--- config.mk ---
export PLATFORM = sky130hd
export DESIGN_NAME = cooperative_task_scheduler_top
export DESIGN_NICKNAME = d
export VERILOG_FILES = /design/src/rtl/core/cts_pkg.sv /design/src/rtl/core/cooperative_task_scheduler_top.sv /design/src/rtl/core/cts_lanes.sv /design/src/rtl/core/cts_merge.sv
export VERILOG_INCLUDE_DIRS = /design/src /design/src/rtl/core
export SDC_FILE = /design/constraint.sdc
export NUM_CORES = 1
export LEC_CHECK = 0
export ABC_AREA = 1
export BUFFER_PORTS_ARGS = -buffer_cell sky130_fd_sc_hd__buf_4
export CELL_PAD_IN_SITES_DETAIL_PLACEMENT = 1
export CELL_PAD_IN_SITES_GLOBAL_PLACEMENT = 2
export CORE_MARGIN = 2
export CORE_UTILIZATION = 42
export CTS_CLUSTER_DIAMETER = 60
export DETAILED_ROUTE_END_ITERATION = 8
export MAX_ROUTING_LAYER = met4
export PLACE_DENSITY_LB_ADDON = 0.1
export SYNTH_ARGS = -nofsm -noshare
export SYNTH_HDL_FRONTEND = slang
export SYNTH_SLANG_ARGS = --single-unit
export TNS_END_PERCENT = 5
--- constraint.sdc ---
create_clock -name clk -period 6.9 [get_ports clk]
set_input_delay 0.345 -clock clk [delete_from_list [all_inputs] [get_ports clk]]
set_output_delay 0.345 -clock clk [all_outputs]
set_load 0.01 [all_outputs]
--- src/rtl/core/cooperative_task_scheduler_top_defines.svh ---
// Assertion macros for the cooperative task scheduler.
// Included by the top level; each macro expects clk and rst in scope.
`ifndef COOPERATIVE_TASK_SCHEDULER_TOP_DEFINES_SVH
`define COOPERATIVE_TASK_SCHEDULER_TOP_DEFINES_SVH

// Same-cycle implication, checked outside reset.
`define CTS_ASSERT_NOW(label, ante, cons, msg) \
  label: assert property (@(posedge clk) disable iff (rst) (ante) |-> (cons)) \
    else $error(msg);

// Next-cycle implication, checked outside reset.
`define CTS_ASSERT_NEXT(label, ante, cons, msg) \
  label: assert property (@(posedge clk) disable iff (rst) (ante) |=> (cons)) \
    else $error(msg);

`endif

--- src/rtl/core/cts_pkg.sv ---
// Shared types and constants of the cooperative task scheduler.
// No dependencies; used by the lane, merge and top-level modules.
package cts_pkg;

  // Action codes carried by an input word.
  localparam logic [1:0] ACT_INIT   = 2'd0;
  localparam logic [1:0] ACT_CREATE = 2'd1;
  localparam logic [1:0] ACT_WAIT   = 2'd2;
  localparam logic [1:0] ACT_EXIT   = 2'd3;

  // Result status codes.
  typedef enum logic [1:0] {
    ST_OK       = 2'd0,
    ST_NO_SLOT  = 2'd1,
    ST_NO_READY = 2'd2
  } status_t;

  // Field widths of the words.
  localparam int CELLS_W  = 16;
  localparam int ADDR_W   = 32;
  localparam int READY_W  = 8;
  localparam int OUT_SLOT_W = 3;
  // One stack cell is four bytes, so a size in bytes is cells shifted by two.
  localparam int CELL_SHIFT = 2;

  // Sequencer states.
  typedef enum logic [6:0] {
    S_IDLE   = 7'b0000001,
    S_LANE   = 7'b0000010,
    S_MERGE  = 7'b0000100,
    S_CRIT   = 7'b0001000,
    S_ALL    = 7'b0010000,
    S_PRED   = 7'b0100000,
    S_EXSCAN = 7'b1000000
  } state_t;

endpackage

--- src/rtl/core/cooperative_task_scheduler_top.sv ---
// Cooperative task scheduler, top level: slot storage, ring walker, lanes.
// Wait/yield and exit walk the ring one link per cycle; a new command is taken only
// once the last one is through, while busy is low.
// Done is high for a single cycle with each result; the receiver cannot stall.
// Synchronous active-high reset clears all slots and the stack pointer to zero.
// Depends on cts_pkg, cts_lanes, cts_merge and the defines header.
`include "cooperative_task_scheduler_top_defines.svh"

module cooperative_task_scheduler_top
  import cts_pkg::*;
#(
  parameter int TASK_SLOTS = 8
) (
  input  logic                  clk,
  input  logic                  rst,
  // Configuration write channel.
  input  logic                  cfg_valid,
  output logic                  cfg_ready,
  input  logic [ADDR_W-1:0]     cfg_data,
  // Command input.
  input  logic                  start,
  output logic                  busy,
  input  logic [1:0]            action,
  input  logic [CELLS_W-1:0]    stack_cells,
  input  logic                  critical,
  input  logic [READY_W-1:0]    ready_mask,
  // Result.
  output logic                  done,
  output logic [OUT_SLOT_W-1:0] next_task,
  output logic                  switch_context,
  output logic [OUT_SLOT_W-1:0] new_slot,
  output logic [ADDR_W-1:0]     new_stack_top,
  output logic [1:0]            status
);

  localparam int SW = $clog2(TASK_SLOTS);
  localparam int KW = $clog2(TASK_SLOTS + 1);
  localparam logic [KW-1:0] K_LAST = KW'(TASK_SLOTS);

  state_t state;

  // Slot storage.
  logic [SW-1:0]                     link [TASK_SLOTS];
  logic [ADDR_W-1:0]                 top  [TASK_SLOTS];
  logic [TASK_SLOTS-1:0][CELLS_W-1:0] cells;
  logic [TASK_SLOTS-1:0]             used;
  logic [TASK_SLOTS-1:0]             crit;

  // Scheduler state.
  logic [SW-1:0]     cur;
  logic              any_crit;
  logic [ADDR_W-1:0] sp;
  logic [ADDR_W-1:0] init_top;

  // Latched command word.
  logic [1:0]         act_q;
  logic [CELLS_W-1:0] cells_q;
  logic               crit_q;
  logic [READY_W-1:0] mask_q;

  // Walker and lane results.
  logic [SW-1:0]         walk_n;
  logic [KW-1:0]         walk_k;
  logic [SW-1:0]         cur_link;
  logic [TASK_SLOTS-1:0] fit_vec;
  logic [TASK_SLOTS-1:0] lane_fit;
  logic [TASK_SLOTS-1:0] rdy_vec;
  logic [TASK_SLOTS-1:0] crdy_vec;
  logic                  fit_found;
  logic [SW-1:0]         fit_idx;

  // Single read port on the ring links.
  logic [SW-1:0] link_ra;
  logic [SW-1:0] link_rd;
  logic [ADDR_W-1:0] carve;

  assign busy      = (state != S_IDLE);
  assign cfg_ready = ~busy;
  assign link_ra   = (state == S_LANE) ? cur : walk_n;
  assign link_rd   = link[link_ra];
  assign carve     = ADDR_W'({cells_q, {CELL_SHIFT{1'b0}}});

  // One lane per slot.
  cts_lanes #(.SLOTS(TASK_SLOTS)) u_lanes (
    .used     (used),
    .crit     (crit),
    .cells    (cells),
    .cells_in (cells_q),
    .mask     (mask_q),
    .fit      (lane_fit),
    .rdy      (rdy_vec),
    .crdy     (crdy_vec)
  );

  // Pick the lowest fitting slot from the registered lane flags.
  cts_merge #(.WIDTH(TASK_SLOTS)) u_merge (
    .req   (fit_vec),
    .found (fit_found),
    .idx   (fit_idx)
  );

  // Configuration register.
  always_ff @(posedge clk) begin
    if (rst) begin
      init_top <= '0;
    end else if (cfg_valid && cfg_ready) begin
      init_top <= cfg_data;
    end
  end

  // Sequencer, slot storage and result registers.
  always_ff @(posedge clk) begin
    if (rst) begin
      state    <= S_IDLE;
      done     <= 1'b0;
      cur      <= '0;
      any_crit <= 1'b0;
      sp       <= '0;
      used     <= '0;
      crit     <= '0;
      cells    <= '0;
      for (int i = 0; i < TASK_SLOTS; i++) begin
        link[i] <= '0;
        top[i]  <= '0;
      end
    end else begin
      done <= 1'b0;
      unique case (state)
        S_IDLE: begin
          if (start) begin
            act_q   <= action;
            cells_q <= stack_cells;
            crit_q  <= critical;
            mask_q  <= ready_mask;
            state   <= S_LANE;
          end
        end

        // Lanes settle on the latched word; dispatch by action.
        S_LANE: begin
          fit_vec  <= lane_fit;
          cur_link <= link_rd;
          walk_k   <= '0;
          unique case (act_q)
            ACT_INIT: begin
              cur            <= '0;
              link[0]        <= '0;
              top[0]         <= init_top;
              cells[0]       <= cells_q;
              used[0]        <= 1'b1;
              sp             <= init_top - carve;
              next_task      <= '0;
              switch_context <= 1'b0;
              new_slot       <= '0;
              new_stack_top  <= init_top;
              status         <= ST_OK;
              done           <= 1'b1;
              state          <= S_IDLE;
            end
            ACT_CREATE: begin
              if (crit_q) begin
                any_crit <= 1'b1;
              end
              state <= S_MERGE;
            end
            ACT_WAIT: begin
              walk_n <= link_rd;
              state  <= any_crit ? S_CRIT : S_ALL;
            end
            ACT_EXIT: begin
              walk_n <= cur;
              state  <= S_PRED;
            end
          endcase
        end

        // Create: claim the chosen slot and link it after the current task.
        S_MERGE: begin
          next_task      <= OUT_SLOT_W'(cur);
          switch_context <= 1'b0;
          if (fit_found) begin
            if (cells[fit_idx] == '0) begin
              top[fit_idx]   <= sp;
              cells[fit_idx] <= cells_q;
              sp             <= sp - carve;
              new_stack_top  <= sp;
            end else begin
              new_stack_top <= top[fit_idx];
            end
            used[fit_idx] <= 1'b1;
            crit[fit_idx] <= crit_q;
            // A chosen slot that is also the current one ends up linked to itself.
            for (int i = 0; i < TASK_SLOTS; i++) begin
              if (SW'(i) == cur) begin
                link[i] <= fit_idx;
              end else if (SW'(i) == fit_idx) begin
                link[i] <= cur_link;
              end
            end
            new_slot      <= OUT_SLOT_W'(fit_idx);
            status        <= ST_OK;
          end else begin
            new_slot      <= '0;
            new_stack_top <= '0;
            status        <= ST_NO_SLOT;
          end
          done  <= 1'b1;
          state <= S_IDLE;
        end

        // Wait: look for a ready critical task among the other tasks.
        S_CRIT: begin
          if ((walk_k == K_LAST) || (walk_n == cur)) begin
            walk_n <= cur_link;
            walk_k <= '0;
            state  <= S_ALL;
          end else if (crdy_vec[walk_n]) begin
            next_task      <= OUT_SLOT_W'(walk_n);
            switch_context <= 1'b1;
            new_slot       <= '0;
            new_stack_top  <= '0;
            status         <= ST_OK;
            cur            <= walk_n;
            done           <= 1'b1;
            state          <= S_IDLE;
          end else begin
            walk_n <= link_rd;
            walk_k <= walk_k + KW'(1);
          end
        end

        // Wait: walk the ring, current task included, to the first ready task.
        S_ALL: begin
          new_slot      <= '0;
          new_stack_top <= '0;
          if (walk_k == K_LAST) begin
            next_task      <= OUT_SLOT_W'(cur);
            switch_context <= 1'b0;
            status         <= ST_NO_READY;
            done           <= 1'b1;
            state          <= S_IDLE;
          end else if (rdy_vec[walk_n]) begin
            next_task      <= OUT_SLOT_W'(walk_n);
            switch_context <= (walk_n != cur);
            status         <= ST_OK;
            cur            <= walk_n;
            done           <= 1'b1;
            state          <= S_IDLE;
          end else begin
            walk_n <= link_rd;
            walk_k <= walk_k + KW'(1);
          end
        end

        // Exit: find the predecessor and unlink the current task.
        S_PRED: begin
          if ((walk_k == K_LAST) || (link_rd == cur)) begin
            if (walk_k != K_LAST) begin
              link[walk_n] <= cur_link;
            end
            used[cur] <= 1'b0;
            walk_n    <= cur_link;
            walk_k    <= '0;
            state     <= S_EXSCAN;
          end else begin
            walk_n <= link_rd;
            walk_k <= walk_k + KW'(1);
          end
        end

        // Exit: walk to the next ready task other than the exiting one.
        S_EXSCAN: begin
          new_slot      <= '0;
          new_stack_top <= '0;
          if (walk_k == K_LAST) begin
            next_task      <= OUT_SLOT_W'(cur);
            switch_context <= 1'b0;
            status         <= ST_NO_READY;
            done           <= 1'b1;
            state          <= S_IDLE;
          end else if ((walk_n != cur) && rdy_vec[walk_n]) begin
            next_task      <= OUT_SLOT_W'(walk_n);
            switch_context <= 1'b1;
            status         <= ST_OK;
            cur            <= walk_n;
            done           <= 1'b1;
            state          <= S_IDLE;
          end else begin
            walk_n <= link_rd;
            walk_k <= walk_k + KW'(1);
          end
        end

        default: begin
          state <= S_IDLE;
        end
      endcase
    end
  end

  // A result is only shown once the sequencer is back at rest.
  `CTS_ASSERT_NOW(a_done_idle, done, !busy, "result shown while still busy")
  // An accepted word always occupies the block in the next cycle.
  `CTS_ASSERT_NEXT(a_accept_busy, start && !busy, busy, "accepted word did not start")
  // A failed create reports no slot and no stack top.
  `CTS_ASSERT_NOW(a_noslot_clean, done && (status == ST_NO_SLOT),
                  (new_slot == '0) && (new_stack_top == '0), "failed create carries data")
  // A context switch is only requested on success.
  `CTS_ASSERT_NOW(a_switch_ok, done && switch_context, status == ST_OK,
                  "switch requested with error status")

endmodule

--- src/rtl/core/cts_lanes.sv ---
// Per-slot lanes of the scheduler: fit test for create and ready flags.
// Depends on cts_pkg.
module cts_lanes
  import cts_pkg::*;
#(
  parameter int SLOTS = 8
) (
  input  logic [SLOTS-1:0]              used,
  input  logic [SLOTS-1:0]              crit,
  input  logic [SLOTS-1:0][CELLS_W-1:0] cells,
  input  logic [CELLS_W-1:0]            cells_in,
  input  logic [READY_W-1:0]            mask,
  output logic [SLOTS-1:0]              fit,
  output logic [SLOTS-1:0]              rdy,
  output logic [SLOTS-1:0]              crdy
);

  // Each lane looks at its own slot only.
  for (genvar s = 0; s < SLOTS; s++) begin : g_lane
    // A free slot fits when it has no stack yet or its kept stack is big enough.
    assign fit[s] = !used[s] && ((cells[s] == '0) || (cells_in <= cells[s]));

    // Only the slots covered by the mask can ever be ready.
    if (s < READY_W) begin : g_masked
      assign rdy[s] = mask[s];
    end else begin : g_never
      assign rdy[s] = 1'b0;
    end

    assign crdy[s] = crit[s] && rdy[s];
  end

endmodule

--- src/rtl/core/cts_merge.sv ---
// Merging stage of the scheduler lanes: lowest-index priority encoder.
// Depends on cts_pkg for house conventions only.
module cts_merge
  import cts_pkg::*;
#(
  parameter int WIDTH = 8,
  localparam int IW = $clog2(WIDTH)
) (
  input  logic [WIDTH-1:0] req,
  output logic             found,
  output logic [IW-1:0]    idx
);

  // Scan from the top down so the lowest requesting lane wins.
  always_comb begin
    found = 1'b0;
    idx   = '0;
    for (int i = WIDTH - 1; i >= 0; i--) begin
      if (req[i]) begin
        found = 1'b1;
        idx   = IW'(i);
      end
    end
  end

endmodule
* Word-level counts from Yosys, hierarchy flattened
Memory sizes are Yosys's and may differ from the RTL's.
Cells that the tools add are included.
** Cells by class
- Add/sub/neg operators :: 3
- $lt $le $gt $ge :: 13
- Equal/unequal tests :: 48
- Multiplexer cells :: 245
- Bitwise logic cells :: 23
- Reductions and logical operators :: 74
** Operators with widths (number)
- 32-bit two-way mux :: 10
- 16-bit logical NOT :: 9
- 3-bit two-way mux :: 48
- 1-bit two-way mux :: 133
- 128-bit bitwise mux :: 1
- 16-bit less-or-equal comparator :: 8
- 32-bit one-hot mux with 4 select lines :: 1
- 16-bit two-way mux :: 5
- 32-bit one-hot mux with 2 select lines :: 1
- 32-bit by 18-bit subtractor with 32-bit output :: 2
- 7-bit two-way mux :: 8
- 16-bit binary-select mux with 3-bit select :: 1
- 16-bit demux with 3-bit select :: 1
- 7-bit one-hot mux with 6 select lines :: 1
- 16-bit one-hot mux with 2 select lines :: 1
- 32-bit OR reduction :: 1
- 3-bit one-hot mux with 5 select lines :: 2
- 4-bit two-way mux :: 7
- 7-bit one-hot mux with 4 select lines :: 1
- 3-bit equality test (first input constant) :: 8
- 2-bit inequality test (second input constant) :: 12
- 3-bit one-hot mux with 4 select lines :: 2
- 1-bit logical AND :: 20
- 4-bit one-hot mux with 5 select lines :: 1
- 54 further kinds :: 122
** Storage, ports and cells
- Register bits :: 306
- Memory bits (writable) :: 280
- Output and inout bits :: 44
- Word-level logic and storage cells :: 438
- Memories kept :: 2
** Memories
- top :: depth 8, width 32, read ports 1, clocked after memory_dff 0, write ports 8, line cooperative_task_scheduler_top.sv:44 : logic [ADDR_W-1:0] top [TASK_SLOTS];
- link :: depth 8, width 3, read ports 1, clocked after memory_dff 0, write ports 8, line cooperative_task_scheduler_top.sv:43 : logic [SW-1:0] link [TASK_SLOTS];

* Logic depth before layout (Yosys ltp)
Gate-level depths: netlist of the first run.
- Depth after elaboration :: 18
- Gate-level depth with buffers :: 25
- Depth with buffers taken out :: 21

* Modules after synthesis
A second synthesis of the first run with hierarchy kept.
** Unflattened totals
- Cell total of the unflattened synthesis :: 3351
- Area total of the unflattened synthesis :: 29723.5 µm²
** By module, submodules not included
- cooperative_task_scheduler_top :: times used 1, cells each 2664, area each 25649.6 µm², sequential area each 15394.8 µm²
- cts_lanes :: times used 1, cells each 665, area each 3975.1 µm², sequential area each 0.0 µm²
- cts_merge :: times used 1, cells each 22, area each 98.8 µm², sequential area each 0.0 µm²

* Worst setup path before layout of the first run
Ideal clock, no wire load.
- Kind :: register to register
- From :: register state[5]
- To :: register act_q[0], enable pin
- Data arrival time :: 3.340 ns
- Data required time :: 6.455 ns
- Setup slack :: 3.115 ns
- Cell stages (with the launch flop) :: 8
- Clock period less this slack :: 3.785 ns
- Path through :: dfxtp_1 > inv_2 > nand2_2 > nor2_4 > inv_1 > nor4_1 > inv_1 > nor3_1
** On the way
- Cells in the longest elaborated chain, start to end :: 2
** RTL lines
- start: declaration :: line cooperative_task_scheduler_top.sv:40 : state_t state;
- start signal: assignment :: line cooperative_task_scheduler_top.sv:168 : state <= any_crit ? S_CRIT : S_ALL;
- 7-bit by 1-bit equality test with 1-bit output :: line cooperative_task_scheduler_top.sv:128 : unique case (state)
- 3-bit AND reduction (no line)
- end signal: assignment :: line cooperative_task_scheduler_top.sv:131 : act_q <= action;
- end: declaration :: line cooperative_task_scheduler_top.sv:56 : logic [1:0] act_q;
No other way between the ends.
A chain may end at the register's enable or synchronous reset.

==> reports/metrics.yaml, run 1 <==
synth:
  yosysSeqAreaShare_pct: 51.84
  yosysUniqueCellTypes: 57
  post-synth-top-area-cell: "edfxtp_1"
  synth_seq_cells: 586
  synthCells: 3417
  syn_nets: 3627
  yosysMostFrequentCell: "nor2_1"
  synth_enable_flop_cells: 366
  syn-cell-area_sq_um: 29700
  synth_common_cells: "587 x nor2_1, 470 x nand2_1, 392 x o21ai_0"
  synth_ff_type: "edfxtp_1"
  netlist.area_leader.share_pct: 37.01
  syn_area_per_cell_sq_um: 8.691
  async_flop_share_pct: 0
  yosys_warnings: 0
  netlist_top_cells_area: "edfxtp_1 37%, dfxtp_1 15%, nor2_1 7.4%, o21ai_0 6.6%, ha_1 6.2%"
detailed_routing:
  ant_nets: 0
  routedLengthMet1_mm: 48.02
  wl_met3_mm: 5.190
  vias: 25618
  drt_wl_total_mm: 108.3
  avgViaCountPerCell: 5.670
  drt_iter0_drc: 1937
  wl_met2_mm: 51.12
  drc: 0
  routedWlPerCell_um: 23.98
  top_layer: "met4"
  drtPass1Iterations: 5
worst_setup_path:
  cp.arrival_ns: 5.28
  critPathLaunchType: "flip-flop"
  path_max_fanout: 65
  critPathCaptureType: "flip-flop"
  critPathKind: "reg -> reg"
  required_ns: 7.06
  r2r_start: "fit_vec[0]$_DFFE_PP_"
  critPathLaunch: "fit_vec[0]$_DFFE_PP_"
global_route:
  antenna_found_initial: 5
  grt_max_degree: 66
  grt_overflow: 0
  grt_pass1_wl_mm: 163.9
  grt_pass1_vias: 26432
  grtUsageTotal_pct: 30.31
cells_and_area:
  final_area_sq_um: 33990
  multi_input_comb_area_sq_um: 12130
  drive_above_1_share_pct: 9.233
  regArea_sq_um: 15390
  syn2layout_area_growth_pct: 14.46
  final_net_count: 3724
  fin_cells: 4518
  n_fill_cell: 8217
cts:
  path_clk_slew_ns: 0.06
  cts_tree: "yes"
  cts_sinks: 586
  cts_buffers: 73
  worst_skew_pair.late_latency_ns: 0.64
  cts_max_path_buffers: 3
  clockRootBuffer: "clkbuf_16"
  htreeDepth: 3
timing:
  finClkSkew_ns: 0.02819
  holdWs_ns: 0.02633
  setup_ws_ns: 1.786
  hold_viol_final: 0
  fmax_mhz: 195.6
  fin_tns_setup_ns: 0
  rsz0062_at_grt: "false"
  min_period_ns: 5.114
  report.final.slew_viol_count: 0
  period_share_pct: 74.11
  relSlewSlack_pct: 24.70
  setup_violations: 0
  worst_pin_slew_ns: 1.119
worst_hold_path:
  min_path_type: "in -> reg"
  min-delay-start: "cfg_data[26]"
die:
  row_count: 97
  die_h_um: 269.9
  core_sq_um: 70030
  ios: 107
  start_util_pct: 42.41
  die-area_sq_um: 72850
  die-width_um: 269.9
placement:
  io_buffers: 106
  gp_congestion: 0.9153
  dpl.cell_count: 4351
  dp_hpwl_mm: 75.74
  placed_cell_area_sq_um: 31330
  dp_slack_ns: 1.831
pwr:
  p_clk_share_pct: 43.5
  vdd_drop_max_v: 0.0001828
  power_density_nw_per_um2: 257.8
  p_leak_uw: 0.01338
  switchingPower_uw: 2395
  p_comb_share_pct: 11.6
  internal_power_uw: 6368
  pwr-share-seq_pct: 44.9
  swShare_pct: 27.33
flow_run:
  drv_cap: 0
outcome:
  outcome: "completed"
[cells by family (layout without fill, tap and decap cells)]
kind of cell	count (synthesis)	count (layout)	share of synthesized area (%)
flops	586	586	51.84
fa+ha+maj	147	147	6.219
buf+inv	559	716	7.571
other cells	0	4	0
simple gates	1356	1356	19.39
xor+xnor	31	31	0.9143
compound gates	738	738	14.07
[worst max-delay path, stage by stage, from the launching register on]
cell	delay, ns
edfxtp_1	0.36
inv_1	0.09
nand2_1	0.11
nor3_1	0.24
inv_1	0.13
nor2_4	0.09
buf_4	0.45
inv_2	0.17
buf_4	0.35
nand2_1	0.14
inv_1	0.05
nand3_1	0.07
nor2_1	0.04
nand2_1	0.06
nand2_1	0.08
nand2_4	0.40
inv_2	0.38
nand3_2	0.14
buf_4	0.58
nand2_2	0.69
[registers in the layout, indices dropped and copies added (netlist names), 4 cells and up]
register and flops:
init_top 32, mask_q 8, crit 8, state 7, top 256, sp 32
cells 128, new_stack_top 32, fit_vec 8, walk_k 4, used 8, link 24
cells_q 16
[per-layer routing]
layer | GRT usage [%] | up-vias
met2 | 48.99 | 707
met4 | 10.80 | 0
met5 | - | -
met3 | 3.734 | 190
li1 | - | 11874
met1 | 39.24 | 12847
[cell usage in the layout (no fill, tap or decap), types with 6 or more instances in the layout]
| cell | count |
|---|---|
| edfxtp_1 | 366 |
| inv_1 | 383 |
| nor2_4 | 6 |
| o211ai_1 | 6 |
| nand2_1 | 461 |
| xor2_1 | 22 |
| nand2_2 | 22 |
| ha_1 | 146 |
| inv_2 | 13 |
| nor3_1 | 45 |
| nand4_1 | 49 |
| clkinv_1 | 19 |
| a211oi_1 | 15 |
| o31ai_1 | 8 |
| xnor2_1 | 9 |
| dlygate4sd3_1 | 28 |
| clkbuf_16 | 73 |
| clkinv_2 | 9 |
| nor4_1 | 25 |
| nor2_1 | 584 |
| o221ai_1 | 54 |
| clkbuf_1 | 14 |
| clkbuf_8 | 9 |
| buf_4 | 149 |
| dfxtp_1 | 220 |
| o21ai_1 | 25 |
| o2111ai_1 | 9 |
| a31oi_1 | 9 |
| o22ai_1 | 61 |
| nand3_1 | 133 |
| a21oi_1 | 135 |
| nand2_4 | 6 |
| o21ai_0 | 392 |
[area by class of cell]
type | count | area share (%)
diodes | 4 | 0.02945
clock buffers | 96 | 5.893
clock inverters | 39 | 1.056
inverters | 404 | 4.469
multi-input cells | 2272 | 35.69
flip-flops and latches | 586 | 45.29
well taps | 940 | 3.460
repair buffers | 177 | 4.115
[power groups by stage]
stage | Sequential [uW] | Clock (uW) | Combinational, uW
6_report | 3930 | 3810 | 1020
5_1_grt | 3940 | 3990 | 1120
4_1_cts | 3930 | 3870 | 1010
3_5_place_dp | 4000 | 0 | 996
3_3_place_gp | 4000 | 0 | 958
2_1_floorplan | 3970 | 0 | 603
[stage by stage]
stage	total power (uW)	utilization [%]
finish	8763	48.54
global route	9043	48.54
CTS	8819	48.52
detailed placement	4997	44.74
global placement	4954	44.74
floorplan	4575	-
[repair_timing]
| item | 4_1_cts | 5_1_grt |
|---|---|---|
| setup buffers | 0 | 0 |
| endpoints found under the hold margin | 28 | 0 |
| hold buffers | 28 | 0 |
| gates resized for setup | 0 | 0 |
[worst paths after layout]
path | slack [ns] | to | cells past startpoint
worst max-delay path | 1.79 | top[3][24]$_SDFFCE_PN0P_ | 19
worst min-delay path | 0.03 | init_top[26]$_SDFFE_PP0P_ | 3
worst max register to register | 1.79 | top[3][24]$_SDFFCE_PN0P_ | 19
worst min register to register | 0.46 | crit[4]$_SDFFE_PP0P_ | 2
Power figures use the tool's default switching activity.
==> inputs of run 2 (changes only) <==
- ABC_AREA: 1 -> 0
- CORE_UTILIZATION: 42 -> 37
- clock period: 6.9 -> 4.3 ns (I/O delays scaled with it)
==> run 2 against run 1 <==
  * Sequential share of layout area down 3.0 points
  * Wire length up 8.3%
  * Final area up 7.1%
  * Total power up 64%
  * Highest routed layer unchanged
  * Core utilization down 3.5 points
  * First-iteration DRC count down 11%
  * Clock skew up 0.0031 ns
  * Critical path depth down 5
  * Die area up 16%
  * Combinational power up 34%
  * Worst setup slack worse by 1.7 ns
==> reports/metrics.yaml, run 2 <==
outcome:
  outcome: "completed"
synth:
  netlist.area_leader.share_pct: 36.27
  synth-xor-area-share_pct: 0.4914
  synth_seq_cells: 586
  synth_compound_area_share_pct: 16.03
  synth_top_family_by_area: "simple AND/OR/NAND/NOR gates"
  synth_ff_type: "edfxtp_1"
  post-synth-top-area-cell: "edfxtp_1"
  netlist_top_cells_area: "edfxtp_1 36%, dfxtp_1 15%, ha_1 6.0%, nand2_1 4.7%, and2_1 3.7%"
  yosysMostFrequentCell: "nand2_1"
  yosysUniqueCellTypes: 82
  synthMuxAreaShare_pct: 2.321
  yosys.area_share.adder_pct: 6.095
  yosys_warnings: 0
  syn_area_per_cell_sq_um: 9.709
  yosysSeqAreaShare_pct: 50.81
  syn_nets: 3331
  async_flop_share_pct: 0
  synth_enable_flop_cells: 366
  synth_common_cells: "381 x nand2_1, 366 x edfxtp_1, 220 x dfxtp_1"
  synthCells: 3121
  yosys.area_share.simple_pct: 19.42
  syn-cell-area_sq_um: 30300
global_route:
  antenna_found_initial: 5
  grtUsageTotal_pct: 28.40
  grt_max_degree: 51
  grt_pass1_wl_mm: 174.8
  grt_overflow: 0
  grt_pass1_vias: 26988
cells_and_area:
  final_cell_mix: "379 x nand2_1, 366 x edfxtp_1, 248 x buf_4"
  syn2layout_area_growth_pct: 20.18
  largest_register: "top"
  largest_register_ffs: 256
  final_net_count: 3516
  n_fill_cell: 8933
  regArea_sq_um: 15390
  fin_cells: 4432
  drive_above_1_share_pct: 13.05
  reg.largest.list: "top x256, cells x128"
  final_common_cell: "nand2_1"
  multi_input_comb_area_sq_um: 13620
cts:
  cts_buffers: 78
  htreeDepth: 3
  cts_tree: "yes"
  clockRootBuffer: "clkbuf_16"
  postCtsSetupBuffers: 0
  worst_skew_pair.late_latency_ns: 0.63
  cts_max_path_buffers: 3
  path_clk_slew_ns: 0.06
  cts_sinks: 586
worst_hold_path:
  min_path_type: "in -> reg"
worst_setup_path:
  critPathCaptureType: "flip-flop"
  critPathLaunch: "state[0]$_SDFFE_PP1P_"
  critPathLaunchType: "flip-flop"
  worstRegToRegCells: 14
  cp-endpoint: "sp[25]$_SDFFE_PP0P_"
  critPathKind: "reg -> reg"
  required_ns: 4.77
  reg2reg_to: "sp[25]$_SDFFE_PP0P_"
  r2r_start: "state[0]$_SDFFE_PP1P_"
  ff2ff_setup_slack_ns: 0.1
  cp.arrival_ns: 4.67
  path_max_fanout: 5
die:
  row_count: 104
  die_h_um: 290.2
  core_sq_um: 80810
  start_util_pct: 37.50
  die-width_um: 290.2
  die-area_sq_um: 84200
  ios: 107
detailed_routing:
  drt_wl_total_mm: 117.3
  ant_nets: 0
  drtPass1Iterations: 7
  routedWlPerCell_um: 26.47
  drt_iter0_drc: 1717
  drc: 0
  vias: 25541
  avgViaCountPerCell: 5.763
timing:
  fmax_mhz: 238.1
  rsz0062_at_grt: "true"
  setup_ws_ns: 0.09975
  period_share_pct: 97.68
  setup_violations: 0
  relSlewSlack_pct: 16.47
  worst_pin_slew_ns: 1.253
  min_period_ns: 4.200
  report.final.slew_viol_count: 0
  finClkSkew_ns: 0.03131
  hold_viol_final: 0
placement:
  gp_congestion: 0.8883
  dp_slack_ns: -0.2438
  dp_hpwl_mm: 77.42
  io_buffers: 106
  dpl.cell_count: 4227
pwr:
  vdd_drop_max_v: 0.0002556
  power_density_nw_per_um2: 394.1
  p_leak_uw: 0.01385
flow_run:
  drv_cap: 0
[run 2: cell count changes after synthesis, sizes merged, moves of 59 or more]
cell    previous run  this run
nor2             596       208
o21ai            418       161
inv              397       162
and2               0       178
a22o               1       115
nand2            489       381
clkbuf            87       186
nand3            138        73
mux2i              0        59
[run 2: how the worst min path moves through the flow]
stage	startpoint	endpoint	slack [ns]	cells after the start
floorplan	action[0]	act_q[0]$_DFFE_PP_	0.31	0
global placement	stack_cells[1]	cells_q[1]$_DFFE_PP_	0.39	1
detailed placement	action[1]	act_q[1]$_DFFE_PP_	0.39	1
CTS	cfg_data[10]	init_top[10]$_SDFFE_PP0P_	0.004	3
global route	cfg_data[10]	init_top[10]$_SDFFE_PP0P_	0.01	3
finish	cfg_data[10]	init_top[10]$_SDFFE_PP0P_	0.04	3
[run 2: critical path, stage by stage, from the launching register on]
cell      delay (ns)
dfxtp_1         0.32
or4b_4          0.57
or2_4           0.29
nand2_1         0.08
nand2_1         0.08
ha_1            0.27
nor2b_1         0.15
o31a_1          0.27
o41a_1          0.40
a2111o_1        0.45
a211o_1         0.32
or3_4           0.41
and2_1          0.17
o21ai_0         0.16
a31oi_1         0.10
[run 2: cell families (layout without fill, tap and decap cells)]
group	Yosys count	after routing
mux	66	66
simple gates	1196	1196
xor+xnor	17	17
flops	586	586
other cells	0	1
buf+inv	385	635
fa+ha+maj	147	147
compound gates	724	724
[run 2: where the power goes]
part           internal (uW)  switching [uW]  total, uW
logic                    522             848       1370
registers               6130             171       6300
clock network           4040            2640       6680
total                  10700            3660      14300
[run 2: metrics by stage]
| step | TNS [ns] | cell area [sq um] | utilization, % | hold WS, ns | total power [uW] |
|---|---|---|---|---|---|
| global route | -0.04778 | 36410 | 45.06 | 0.01028 | 14830 |
| CTS | 0 | 36400 | 45.05 | 0.003782 | 14480 |
| global placement | -0.3621 | 33170 | 41.05 | 0.3936 | 7688 |
| floorplan | -3.854 | 30320 | - | 0.3139 | 7086 |
| finish | 0 | 36410 | 45.06 | 0.04407 | 14350 |
| detailed placement | -0.8802 | 33170 | 41.05 | 0.3949 | 7734 |
[run 2: layer usage]
metal | up-vias | GRT usage, % | wire, um
li1 | 11714 | - | -
met4 | 0 | 9.426 | 4018
met2 | 639 | 47.20 | 56830
met5 | - | - | 0
met1 | 12983 | 35.45 | 50700
met3 | 205 | 4.260 | 5781
[run 2: cell type report]
class                      instances  share of cell area, %
clock buffer                     108                  6.044
inverter                         164                  1.691
multi-input combinational       2150                  37.40
antenna                            1               0.006872
tap                             1060                  3.642
clock inverter                    37                  1.161
sequential                       586                  42.28
timing repair buffer             326                  7.779
[run 2: timing repair]
| item | 4_1_cts | 5_1_grt |
|---|---|---|
| gates resized for setup | 4 | 2 |
| hold buffers | 59 | 0 |
| hold endpoints to repair | 60 | 0 |
| pin swaps | 1 | 1 |
| endpoints found under the setup margin | 11 | 7 |
==> inputs of run 3 (changes only) <==
- MAX_ROUTING_LAYER: met4 -> unset
==> run 3 against run 2 <==
  * Final area rose by 0.59%
  * Core utilization rose by 0.27 points
  * Register-to-register slack barely moved
  * Worst setup slack got worse by 0.0070 ns
  * Die area did not move
  * Critical path depth did not move
  * Global-route usage fell by 0.86 points
  * Sequential share of layout area fell by 0.25 points
  * Hold slack improved by 0.22 ns
  * First-iteration DRC count fell by 12%
==> reports/metrics.yaml, run 3 (synthesis results as in run 2) <==
cells_and_area:
  syn2layout_area_growth_pct: 20.89
  reg.largest.list: "top x256, cells x128"
  final_common_cell: "nand2_1"
  drive_above_1_share_pct: 13.20
  largest_register: "top"
  largest_register_ffs: 256
  n_fill_cell: 8914
  final_cell_mix: "378 x nand2_1, 366 x edfxtp_1, 244 x buf_4"
  final_net_count: 3527
pwr:
  p_leak_uw: 0.01396
  vdd_drop_max_v: 0.0003019
  power_density_nw_per_um2: 397.0
  total_power_uw: 14540
detailed_routing:
  drt_iter0_drc: 1513
  routedWlPerCell_um: 26.40
  drtPass1Iterations: 5
  avgViaCountPerCell: 5.780
  drc: 0
  vias: 25670
  drt_wl_total_mm: 117.2
  ant_nets: 0
flow_run:
  drv_cap: 0
timing:
  hold_viol_final: 0
  finClkSkew_ns: 0.03143
  report.final.slew_viol_count: 0
  rsz0062_at_grt: "true"
  setup_ws_ns: 0.09275
  fmax_mhz: 237.7
  worst_pin_slew_ns: 1.166
  period_share_pct: 97.84
  relSlewSlack_pct: 22.24
  fin_tns_setup_ns: 0
  min_period_ns: 4.207
  setup_violations: 0
die:
  die-area_sq_um: 84200
  row_count: 104
  start_util_pct: 37.50
  die_h_um: 290.2
  ios: 107
  core_sq_um: 80810
  die-width_um: 290.2
worst_setup_path:
  crit_slowest_cell: "or4b_4"
  cp.arrival_ns: 4.68
  critPathLaunch: "state[0]$_SDFFE_PP1P_"
  path_max_fanout: 5
  required_ns: 4.77
  r2r_start: "state[0]$_SDFFE_PP1P_"
  critPathCaptureType: "flip-flop"
  cpPeakStageDelay_ns: 0.58
  crit_chain: "or4b_4 -> or2_4 -> nand2_1 -> nand2_2 -> ha_1 -> nor2b_1 -> o31a_1 -> o41a_1 -> a2111o_1 -> a211o_1 -> or3_4 -> and2_1 -> o21ai_0 -> a31oi_1"
  critPathLaunchType: "flip-flop"
  critPathKind: "reg -> reg"
global_route:
  grt.met2_usage_pct: 47.48
  grt_overflow: 0
  grt_pass1_wl_mm: 175.8
  grtUsageTotal_pct: 27.54
  grt_use_met1_pct: 35.88
  antenna_found_initial: 4
  grt.met3_usage_pct: 3.472
  grt_max_degree: 74
  grt_pass1_vias: 27221
  busiest_layer: "met2"
cts:
  cts_buffers: 78
  htreeDepth: 3
  path_clk_slew_ns: 0.06
  cts_max_path_buffers: 3
  clockRootBuffer: "clkbuf_16"
  cts_sinks: 586
  worst_skew_pair.late_latency_ns: 0.64
  cts_tree: "yes"
placement:
  dp_slack_ns: -0.2938
  dp_hpwl_mm: 76.95
  io_buffers: 106
  gp_congestion: 0.8898
worst_hold_path:
  min-delay-start: "cfg_valid"
  min_path_type: "in -> reg"
outcome:
  outcome: "completed"
[run 3: changes by cell type in the layout (fill, tap and decap cells not counted), sizes merged]
cell | previous run | this run
bufinv | 7 | 11
inv | 173 | 169
clkbuf | 108 | 96
buf | 267 | 264
clkinv | 19 | 29
dlygate4sd3 | 59 | 73
[run 3: metrics by stage]
step	instances	hold WS, ns	util [%]	cell area (sq um)
finish	4441	0.2664	45.33	36630
global route	4440	0.2743	45.33	36630
CTS	4440	0.2275	45.30	36610
detailed placement	4223	0.3943	41.01	33140
global placement	4223	0.3928	41.01	33140
floorplan	3121	0.3139	-	30320
[run 3: metal layers]
layer,up-vias,wire length [um]
li1,11715,-
met1,13088,51130
met4,0,3748
met5,-,0
met2,660,57070
met3,207,5277
[run 3: area by class of cell]
class                           count  area (sq um)  area share, %
Inverter                          164         615.6          1.681
Clock inverter                     47         598.1          1.633
Clock buffer                       96          2102          5.739
Multi-Input combinational cell   2150         13640          37.23
Timing Repair Buffer              337          2954          8.065
Antenna cell                        1         2.502       0.006832
Sequential cell                   586         15390          42.03
Tap cell                         1060          1326          3.621
[run 3: path summary, 6_finish.rpt]
check	endpoint	slack (ns)	cells past startpoint
hold reg to reg	cells[35]$_SDFFE_PP0P_	0.48	1
hold / removal	init_top[0]$_SDFFE_PP0P_	0.27	5
setup / recovery	sp[25]$_SDFFE_PP0P_	0.09	14
setup reg to reg	sp[25]$_SDFFE_PP0P_	0.09	14
[run 3: timing repair]
action                                  in CTS  in global routing
endpoints found under the hold margin       61                  0
endpoints found under the setup margin       9                  8
pin swaps                                    1                  0
hold buffers                                73                  0
cloned                                       0                  0
gates resized for setup                      6                  5
buffers inserted                             1                  0
[run 3: power by group]
| group | internal, uW | total (uW) | switching, uW | leakage [uW] |
|---|---|---|---|---|
| registers | 6130 | 6310 | 176 | 0.00545 |
| clock network | 4180 | 6850 | 2680 | 0.00132 |
| logic | 533 | 1380 | 847 | 0.00719 |
[run 3: worst max-delay path, delay by kind of cell, from the launching register on]
family / cells / cell delay (ns)
adder cells (fa/ha/maj): 1 / 0.26
AO/OA/AOI/OAI: 6 / 1.69
flip-flops: 1 / 0.32
AND/OR/NAND/NOR: 7 / 1.80
